`src/sv/lrupr_pkg.sv`:
```
package lrupr_pkg;

    localparam int FRAMES_DEF    = 8;
    localparam int PAGE_BITS_DEF = 16;

    localparam int CNT_W  = 32;
    localparam int CFG_W  = 4;
    localparam int FIDX_W = 3;

    // hit, frame_index, fault_total packed and padded to whole bytes
    localparam int M_DATA_W = ((1 + FIDX_W + CNT_W + 7) / 8) * 8;

    localparam logic [CFG_W-1:0] CFG_RESET = CFG_W'(8);
    localparam logic [CNT_W-1:0] CNT_MAX   = '1;

    // control part of the token that walks down the cell row
    typedef struct packed {
        logic valid;
        logic last;
        logic found;
    } lrupr_ctl_t;

    function automatic logic [CNT_W-1:0] sat_inc(input logic [CNT_W-1:0] value);
        logic [CNT_W-1:0] result;
        result = (value == CNT_MAX) ? value : value + CNT_W'(1);
        return result;
    endfunction

endpackage

```
`src/sv/lrupr_cell.sv`:
```
module lrupr_cell #(
    parameter int FRAMES    = lrupr_pkg::FRAMES_DEF,
    parameter int PAGE_BITS = lrupr_pkg::PAGE_BITS_DEF,
    parameter int IDX       = 0,
    parameter int IW        = (FRAMES > 1) ? $clog2(FRAMES) : 1,
    parameter int FW        = $clog2(FRAMES + 1)
) (
    input  logic                        aclk,
    input  logic                        aresetn,
    // sequence context, stable while a token walks the row as long as cfg is written only while idle
    input  logic [FW-1:0]               filled,
    input  logic [FW-1:0]               limit,
    // write-back of the committed decision
    input  logic                        wr_en,
    input  logic [IW-1:0]               wr_slot,
    input  logic [PAGE_BITS-1:0]        wr_page,
    input  logic [lrupr_pkg::CNT_W-1:0] wr_stamp,
    // token from the previous cell
    input  lrupr_pkg::lrupr_ctl_t       in_ctl,
    input  logic [PAGE_BITS-1:0]        in_page,
    input  logic [IW-1:0]               in_hit_idx,
    input  logic [lrupr_pkg::CNT_W-1:0] in_min_stamp,
    input  logic [IW-1:0]               in_min_idx,
    // token to the next cell
    output lrupr_pkg::lrupr_ctl_t       out_ctl,
    output logic [PAGE_BITS-1:0]        out_page,
    output logic [IW-1:0]               out_hit_idx,
    output logic [lrupr_pkg::CNT_W-1:0] out_min_stamp,
    output logic [IW-1:0]               out_min_idx
);
    import lrupr_pkg::*;

    localparam logic [IW-1:0] MY_IDX  = IW'(IDX);
    localparam logic [FW-1:0] MY_FILL = FW'(IDX);

    logic [PAGE_BITS-1:0] page_reg;
    logic [CNT_W-1:0]     stamp_reg;

    lrupr_ctl_t           ctl_reg, ctl_next;
    logic [PAGE_BITS-1:0] tok_page_reg;
    logic [IW-1:0]        hit_idx_reg, hit_idx_next;
    logic [CNT_W-1:0]     min_stamp_reg, min_stamp_next;
    logic [IW-1:0]        min_idx_reg, min_idx_next;

    logic occupied;
    logic eligible;
    logic match;
    logic take_min;

    always_comb begin
        occupied = (MY_FILL < filled);
        eligible = (MY_FILL < limit);
        // first matching frame wins
        match    = in_ctl.valid && !in_ctl.found && occupied && (page_reg == in_page);
        // strict less keeps the lower index on a tie
        take_min = eligible && ((IDX == 0) || (stamp_reg < in_min_stamp));

        ctl_next       = in_ctl;
        ctl_next.found = in_ctl.found | match;
        hit_idx_next   = match ? MY_IDX : in_hit_idx;
        min_stamp_next = take_min ? stamp_reg : in_min_stamp;
        min_idx_next   = take_min ? MY_IDX : in_min_idx;
    end

    always_ff @(posedge aclk) begin
        if (wr_en && (wr_slot == MY_IDX)) begin
            page_reg  <= wr_page;
            stamp_reg <= wr_stamp;
        end
    end

    always_ff @(posedge aclk) begin
        if (!aresetn) begin
            ctl_reg <= '0;
        end else begin
            ctl_reg <= ctl_next;
        end
    end

    always_ff @(posedge aclk) begin
        tok_page_reg  <= in_page;
        hit_idx_reg   <= hit_idx_next;
        min_stamp_reg <= min_stamp_next;
        min_idx_reg   <= min_idx_next;
    end

    assign out_ctl       = ctl_reg;
    assign out_page      = tok_page_reg;
    assign out_hit_idx   = hit_idx_reg;
    assign out_min_stamp = min_stamp_reg;
    assign out_min_idx   = min_idx_reg;

endmodule

```
`src/sv/lru_page_replacement.sv`:
```
// LRU page replacement over a fully associative set of page frames.
//
// Input channel (s_*): one page reference per transfer. s_tdata carries the
// page number, s_tlast marks the final reference of a sequence.
// Result channel (m_*): one transfer per reference with hit flag, frame index
// and running fault count in m_tdata; m_tlast echoes the input's last mark.
// Configuration channel (cfg_*): frames_in_use, to be written only while idle; the block does not enforce this.
//
// A reference walks the row of FRAMES cells, one cell per cycle. Each cell
// compares its page against the reference and its use stamp against the
// running minimum. At the end of the row the token is captured, then the
// hit/fill/evict decision is taken and written back to the chosen cell
// once the output register is free. Only one reference is in flight at a
// time, since s_tready is high only while the block is idle.
// The next reference is taken as soon as the decision is committed, even if
// the result still waits in the output register.
//
// Reset clears the frame count, reference and fault counters and sets
// frames_in_use to 8. After a result marked last the same clearing happens.
module lru_page_replacement #(
    parameter int FRAMES    = lrupr_pkg::FRAMES_DEF,
    parameter int PAGE_BITS = lrupr_pkg::PAGE_BITS_DEF
) (
    input  logic                                aclk,
    input  logic                                aresetn,
    // cfg_data: frames_in_use [3:0]
    input  logic                                cfg_valid,
    output logic                                cfg_ready,
    input  logic [lrupr_pkg::CFG_W-1:0]         cfg_data,
    // s_tdata: page_number [PAGE_BITS-1:0], zero padded to whole bytes
    input  logic                                s_tvalid,
    output logic                                s_tready,
    input  logic [((PAGE_BITS+7)/8)*8-1:0]      s_tdata,
    input  logic                                s_tlast,
    // m_tdata: hit [0], frame_index [3:1], fault_total [35:4], zero pad [39:36]
    output logic                                m_tvalid,
    input  logic                                m_tready,
    output logic [lrupr_pkg::M_DATA_W-1:0]      m_tdata,
    output logic                                m_tlast
);
    import lrupr_pkg::*;

    localparam int IW = (FRAMES > 1) ? $clog2(FRAMES) : 1;
    localparam int FW = $clog2(FRAMES + 1);
    localparam int PAD_W = M_DATA_W - (1 + FIDX_W + CNT_W);

    typedef enum logic [1:0] {
        ST_IDLE,
        ST_SCAN,
        ST_COMMIT
    } state_t;

    state_t state_reg;

    logic [CFG_W-1:0]     cfg_reg;
    logic [FW-1:0]        filled_reg;
    logic [CNT_W-1:0]     ref_cnt_reg;
    logic [CNT_W-1:0]     fault_cnt_reg;

    // token injected at the head of the row
    logic                 inj_valid_reg;
    logic                 inj_last_reg;
    logic [PAGE_BITS-1:0] inj_page_reg;

    // token captured at the tail of the row
    logic                 tok_found_reg;
    logic                 tok_last_reg;
    logic [PAGE_BITS-1:0] tok_page_reg;
    logic [IW-1:0]        tok_hit_idx_reg;
    logic [IW-1:0]        tok_min_idx_reg;

    logic                 m_tvalid_reg;
    logic                 m_tlast_reg;
    logic [M_DATA_W-1:0]  m_tdata_reg;

    // cell row links
    lrupr_ctl_t           chain_ctl       [FRAMES+1];
    logic [PAGE_BITS-1:0] chain_page      [FRAMES+1];
    logic [IW-1:0]        chain_hit_idx   [FRAMES+1];
    logic [CNT_W-1:0]     chain_min_stamp [FRAMES+1];
    logic [IW-1:0]        chain_min_idx   [FRAMES+1];

    logic [FW-1:0]        limit;
    logic                 out_free;
    logic                 commit;
    logic                 room;
    logic [IW-1:0]        slot;
    logic [FW-1:0]        filled_next;
    logic [CNT_W-1:0]     fault_next;

    // clamp frames_in_use to 1..FRAMES
    always_comb begin
        if (cfg_reg == '0) begin
            limit = FW'(1);
        end else if (int'(cfg_reg) > FRAMES) begin
            limit = FW'(FRAMES);
        end else begin
            limit = FW'(cfg_reg);
        end
    end

    // head of the row: reference from the input register, empty minimum
    // (control fields valid, last, found from the top bit down)
    assign chain_ctl[0]       = {inj_valid_reg, inj_last_reg, 1'b0};
    assign chain_page[0]      = inj_page_reg;
    assign chain_hit_idx[0]   = '0;
    assign chain_min_stamp[0] = '0;
    assign chain_min_idx[0]   = '0;

    for (genvar g = 0; g < FRAMES; g++) begin : g_cell
        lrupr_cell #(
            .FRAMES    (FRAMES),
            .PAGE_BITS (PAGE_BITS),
            .IDX       (g),
            .IW        (IW),
            .FW        (FW)
        ) u_cell (
            .aclk          (aclk),
            .aresetn       (aresetn),
            .filled        (filled_reg),
            .limit         (limit),
            .wr_en         (commit),
            .wr_slot       (slot),
            .wr_page       (tok_page_reg),
            .wr_stamp      (ref_cnt_reg),
            .in_ctl        (chain_ctl[g]),
            .in_page       (chain_page[g]),
            .in_hit_idx    (chain_hit_idx[g]),
            .in_min_stamp  (chain_min_stamp[g]),
            .in_min_idx    (chain_min_idx[g]),
            .out_ctl       (chain_ctl[g+1]),
            .out_page      (chain_page[g+1]),
            .out_hit_idx   (chain_hit_idx[g+1]),
            .out_min_stamp (chain_min_stamp[g+1]),
            .out_min_idx   (chain_min_idx[g+1])
        );
    end

    // decision: hit, fill the next empty frame, or evict the oldest
    always_comb begin
        out_free    = !m_tvalid_reg || m_tready;
        commit      = (state_reg == ST_COMMIT) && out_free;
        room        = (filled_reg < limit);
        filled_next = filled_reg;
        if (tok_found_reg) begin
            slot = tok_hit_idx_reg;
        end else if (room) begin
            slot        = IW'(filled_reg);
            filled_next = filled_reg + FW'(1);
        end else begin
            slot = tok_min_idx_reg;
        end
        fault_next = tok_found_reg ? fault_cnt_reg : sat_inc(fault_cnt_reg);
    end

    always_ff @(posedge aclk) begin
        if (!aresetn) begin
            state_reg     <= ST_IDLE;
            cfg_reg       <= CFG_RESET;
            filled_reg    <= '0;
            ref_cnt_reg   <= '0;
            fault_cnt_reg <= '0;
            inj_valid_reg <= 1'b0;
            m_tvalid_reg  <= 1'b0;
        end else begin
            if (cfg_valid) begin
                cfg_reg <= cfg_data;
            end
            inj_valid_reg <= 1'b0;
            if (m_tready) begin
                m_tvalid_reg <= 1'b0;
            end

            case (state_reg)
                ST_IDLE: begin
                    // take the reference and launch it down the row
                    if (s_tvalid) begin
                        inj_valid_reg <= 1'b1;
                        inj_last_reg  <= s_tlast;
                        inj_page_reg  <= s_tdata[PAGE_BITS-1:0];
                        state_reg     <= ST_SCAN;
                    end
                end
                ST_SCAN: begin
                    // hold the token that leaves the last cell
                    if (chain_ctl[FRAMES].valid) begin
                        tok_found_reg   <= chain_ctl[FRAMES].found;
                        tok_last_reg    <= chain_ctl[FRAMES].last;
                        tok_page_reg    <= chain_page[FRAMES];
                        tok_hit_idx_reg <= chain_hit_idx[FRAMES];
                        tok_min_idx_reg <= chain_min_idx[FRAMES];
                        state_reg       <= ST_COMMIT;
                    end
                end
                ST_COMMIT: begin
                    // commit once the output register is free
                    if (out_free) begin
                        m_tvalid_reg <= 1'b1;
                        m_tlast_reg  <= tok_last_reg;
                        m_tdata_reg  <= {{PAD_W{1'b0}}, fault_next, FIDX_W'(slot), tok_found_reg};
                        if (tok_last_reg) begin
                            // end of sequence: drop all frames and counts
                            filled_reg    <= '0;
                            ref_cnt_reg   <= '0;
                            fault_cnt_reg <= '0;
                        end else begin
                            filled_reg    <= filled_next;
                            ref_cnt_reg   <= sat_inc(ref_cnt_reg);
                            fault_cnt_reg <= fault_next;
                        end
                        state_reg <= ST_IDLE;
                    end
                end
                default: begin
                    state_reg <= ST_IDLE;
                end
            endcase
        end
    end

    assign cfg_ready = 1'b1;
    assign s_tready  = (state_reg == ST_IDLE);
    assign m_tvalid  = m_tvalid_reg;
    assign m_tdata   = m_tdata_reg;
    assign m_tlast   = m_tlast_reg;

endmodule
```
`config.mk`:
```
export PLATFORM = sky130hd
export DESIGN_NAME = lru_page_replacement
export DESIGN_NICKNAME = d
export VERILOG_FILES = /design/src/sv/lrupr_pkg.sv /design/src/sv/lrupr_cell.sv /design/src/sv/lru_page_replacement.sv
export SDC_FILE = /design/constraint.sdc
export NUM_CORES = 1
export LEC_CHECK = 0
export ABC_CLOCK_PERIOD_IN_PS = 5200
export BUFFER_PORTS_ARGS = -buffer_cell sky130_fd_sc_hd__buf_2
export CAP_MARGIN = 20
export CORE_ASPECT_RATIO = 0.9
export CORE_UTILIZATION = 51
export CTS_CLUSTER_SIZE = 40
export DETAILED_ROUTE_END_ITERATION = 16
export GPL_TIMING_DRIVEN = 1
export HOLD_SLACK_MARGIN = 0.08
export PLACE_DENSITY = 0.73
export SLEW_MARGIN = 20
export SYNTH_ARGS = -nofsm -noshare
export SYNTH_HDL_FRONTEND = slang
export SYNTH_SLANG_ARGS = --single-unit
```
`constraint.sdc`:
```
create_clock -name aclk -period 5.2 [get_ports aclk]
set_input_delay 1.04 -clock aclk [delete_from_list [all_inputs] [get_ports aclk]]
set_output_delay 1.04 -clock aclk [all_outputs]
set_load 0.01 [all_outputs]
```
==> results.md <==
- Outcome: completed
- Critical path fanouts, max: 32
- Die X: 283.4 um
- EDFF count, synth: 462
- Hold worst-path end: g_cell[0].u_cell.out_min_stamp[12]$_SDFF_PP0_
- Sink Count: 948
- Core Area: 70220 um^2
- R2r worst-path depth: 11
- Global-route wire length before repair: 114200 um
- Buf+Inv Stages, Crit Path: 2
- Crit-path slowest cell: nor2_4
- Hold Vio Cnt, Final: 0
- Syn Area/Cell: 13.67 um^2
- Most used DFF post-synth: dfxtp_1
- Post-DRT Antenna Nets: 0
- Gr usage total: 20.45%
- Warning count from the yosys run: 0
- WP data required: 5.54 ns
- TritonCTS buffer count: 92
- Critical R2R Capture: g_cell[0].u_cell.stamp_reg[17]$_DFFE_PP_
- Syn Inst Count: 2659
- PostCTS Resize Cnt: 0
- Leak Pwr: 16.21 nW
- Max FFs per register: 256
- Worst R2R Setup Slack: 1.51 ns
- Synth unique cells: 81
- Setup ws final: 1.506 ns
- H-tree depth: 3
- Placed cell count: 3606
- Fmax: 270.7 MHz
- Slew @ Worst Pin: 1.120 ns
- Die H: 255.2 um
- Final Net Count: 3011
- Vias: 20180
- Hold Buf Count CTS: 0
- TritonCTS clock tree: done
- Slew Viols, Final: 0
- Post-synth top area cell: edfxtp_1
- Layout fillers: 5369
- Share of layout cells above drive strength 1: 15.92%
- Final instance area: 40830 um^2
- Clock buffer depth: 3
- Top delay family on crit path: simple AND/OR/NAND/NOR gates
- Clk_skew: 0.05421 ns
- FP Rows: 92
- Largest net degree at the start of global routing: 38
- Unrepaired setup endpoints after global routing: no
- Post-CTS Setup Bufs: 0
- Hold Path Class: flop to flop
- Fin util: 58.15%
- RR Startpoint: cfg_reg[3]$_SDFFE_PN1P_
- Avg WL per Cell: 19.56 um
- Grt ovf: 0
- Register area share after synthesis: 64.95%
- Final WL: 73940 um
- Register area: 23600 um^2
- Vias/cell: 5.339
- Area of the multi-input gates: 11540 um^2
- FF+latch count, synth: 948
- Num ports: 70
- Critical path startpoint category: flop
- Vias in the first global route: 20690
- Kind of critical path: flop to flop
- Tmin final: 3.694 ns
- Pre-CTS setup slack: 1.419 ns
- DRT Pass-1 Iters: 7
- Area grow syn2layout: 12.36%
- Initial antenna violation count: 2
- Final setup viols: 0
- Starting Density: 51.76%
- Crit end category: flop
- CP cell instances: inv_1 -> nand2_1 -> ha_1 -> or2_2 -> a21oi_1 -> a21oi_2 -> mux2_1 -> mux2_2 -> nand2b_1 -> nor2_4 -> buf_12
- Critical Path AT: 4.03 ns
- Clk Latency, worst-skew pair: 0.68 ns
- Clock root cell: clkbuf_16
- Yosys top cell area share: 38.18%
- Final setup TNS: 0 ns
- Fraction of registers with async set or reset after synthesis: 0%
- Synth top area cells: edfxtp_1, dfxtp_1, ha_1, mux2_2, xnor2_1
- Port Buffer Count: 64
- DR iter-0 viols: 1209
- Mapped cell area: 36340 um^2
- Hold path depth: 0
- VDD IR max: 0.2982 mV
- Non-Filler Instances: 3780
- Post-DP HPWL: 51670 um
- Placed standard-cell area: 37730 um^2
- Cell Pwr Density: 370.9 nW/um^2
- Number of remaining DRC errors: 0
- Die ar.: 72330 um^2
- Clk slew on worst S/H paths: 0.06 ns
- Worst path max stage delay: 0.67 ns
- Hold path start: g_cell[0].u_cell.stamp_reg[12]$_DFFE_PP_
- Number of max-cap violations: 0
- Final Wtd Congestion: 0.8566
- Post-route clock period utilization: 71.03%
- Slew margin rel.: 24.65%
-- cell families (layout without fill, tap and decap cells) --
group	after synthesis	after routing	synth area share, %
compound gates	290	290	5.185
xor+xnor	184	184	4.435
fa+ha+maj	224	224	7.712
buf+inv	311	488	3.570
flops	948	948	64.95
mux	202	202	6.538
other cells	2	6	0.02067
simple gates	498	498	7.592
-- worst reg2reg max path, stage by stage, from the launching register on --
cell      delay, ns
dfxtp_1        0.45
inv_1          0.17
nand2_1        0.11
ha_1           0.21
or2_2          0.27
a21oi_1        0.17
a21oi_2        0.08
mux2_1         0.32
mux2_2         0.28
nand2b_1       0.33
nor2_4         0.67
buf_12         0.30
-- layer usage --
layer	part of all wire [%]	GRT usage, %
met1	43	25.84
met2	48	34.94
met3	5.2	3.806
met4	3.3	7.985
met5	0.019	0
-- worst max path at each step --
stage	startpoint	end	slack (ns)	depth (start not counted)
global route	cfg_reg[3]$_SDFFE_PN1P_	g_cell[0].u_cell.stamp_reg[17]$_DFFE_PP_	1.27	11
detailed placement	m_tready	g_cell[7].u_cell.stamp_reg[12]$_DFFE_PP_	1.42	7
global placement	m_tready	g_cell[7].u_cell.stamp_reg[14]$_DFFE_PP_	1.52	7
CTS	cfg_reg[3]$_SDFFE_PN1P_	g_cell[0].u_cell.stamp_reg[17]$_DFFE_PP_	1.46	11
finish	cfg_reg[3]$_SDFFE_PN1P_	g_cell[0].u_cell.stamp_reg[17]$_DFFE_PP_	1.51	11
floorplan	cfg_reg[3]$_SDFFE_PN1P_	g_cell[4].u_cell.page_reg[0]$_DFFE_PP_	0.56	10
-- synthesized netlist by cell type (all sizes together) (2+ instances only) --
cell type,instances
a22oi,2
nand4b,7
nand3,43
nor2b,29
o211ai,9
edfxtp,462
clkbuf,53
nand2,90
o21ai,78
a41oi,2
mux2,199
a31oi,8
o21a,16
or2,22
dfxtp,486
a2111oi,9
nor4,21
nand4,68
ha,224
a22o,5
nor3,21
mux2i,3
conb,2
or4,8
and3,17
a221oi,4
or3,17
a211oi,19
nor4b,2
a21o,28
and2,26
a21oi,81
nor3b,2
xor2,78
and4,16
o31ai,6
o2111ai,4
xnor2,106
a21boi,8
a221o,2
buf,30
inv,228
nor2,87
nand3b,3
nand2b,15
-- report_power, final --
group          switching, W  total, W  internal [W]
sequential        0.0000899   0.00799       0.00790
clock               0.00286   0.00659       0.00373
combinational      0.000308  0.000564      0.000256
total               0.00326    0.0151        0.0119
-- metrics by stage --
stage          hold slack, ns  total power [W]
6_report               0.3154          0.01515
3_3_place_gp           0.3248         0.008680
2_1_floorplan          0.3489         0.008536
5_1_grt                0.3195          0.01560
4_1_cts                0.3165          0.01524
3_5_place_dp           0.3269         0.008699
-- final cells by class --
type	instances	share of cell area [%]
Clock buffer	132	6.254
Sequential cell	948	57.80
Multi-Input combinational cell	1403	28.27
Inverter	228	2.096
Antenna cell	1	0.006128
Tap cell	940	2.880
Clock inverter	40	1.259
Timing Repair Buffer	88	1.428
-- cells in the final DEF, fill, tap and decap left out, drive strengths merged, types with 15 or more instances in the layout --
cell / n
a211oi: 19
a21o: 28
a21oi: 81
and2: 26
and3: 17
and4: 16
buf: 88
clkbuf: 132
clkinv: 32
dfxtp: 486
edfxtp: 462
ha: 224
inv: 230
mux2: 199
nand2: 90
nand2b: 15
nand3: 43
nand4: 68
nor2: 87
nor2b: 29
nor3: 21
nor4: 21
o21a: 16
o21ai: 78
or2: 22
or3: 17
xnor2: 106
xor2: 78
Note: power is estimated with default switching activity, not from simulation.
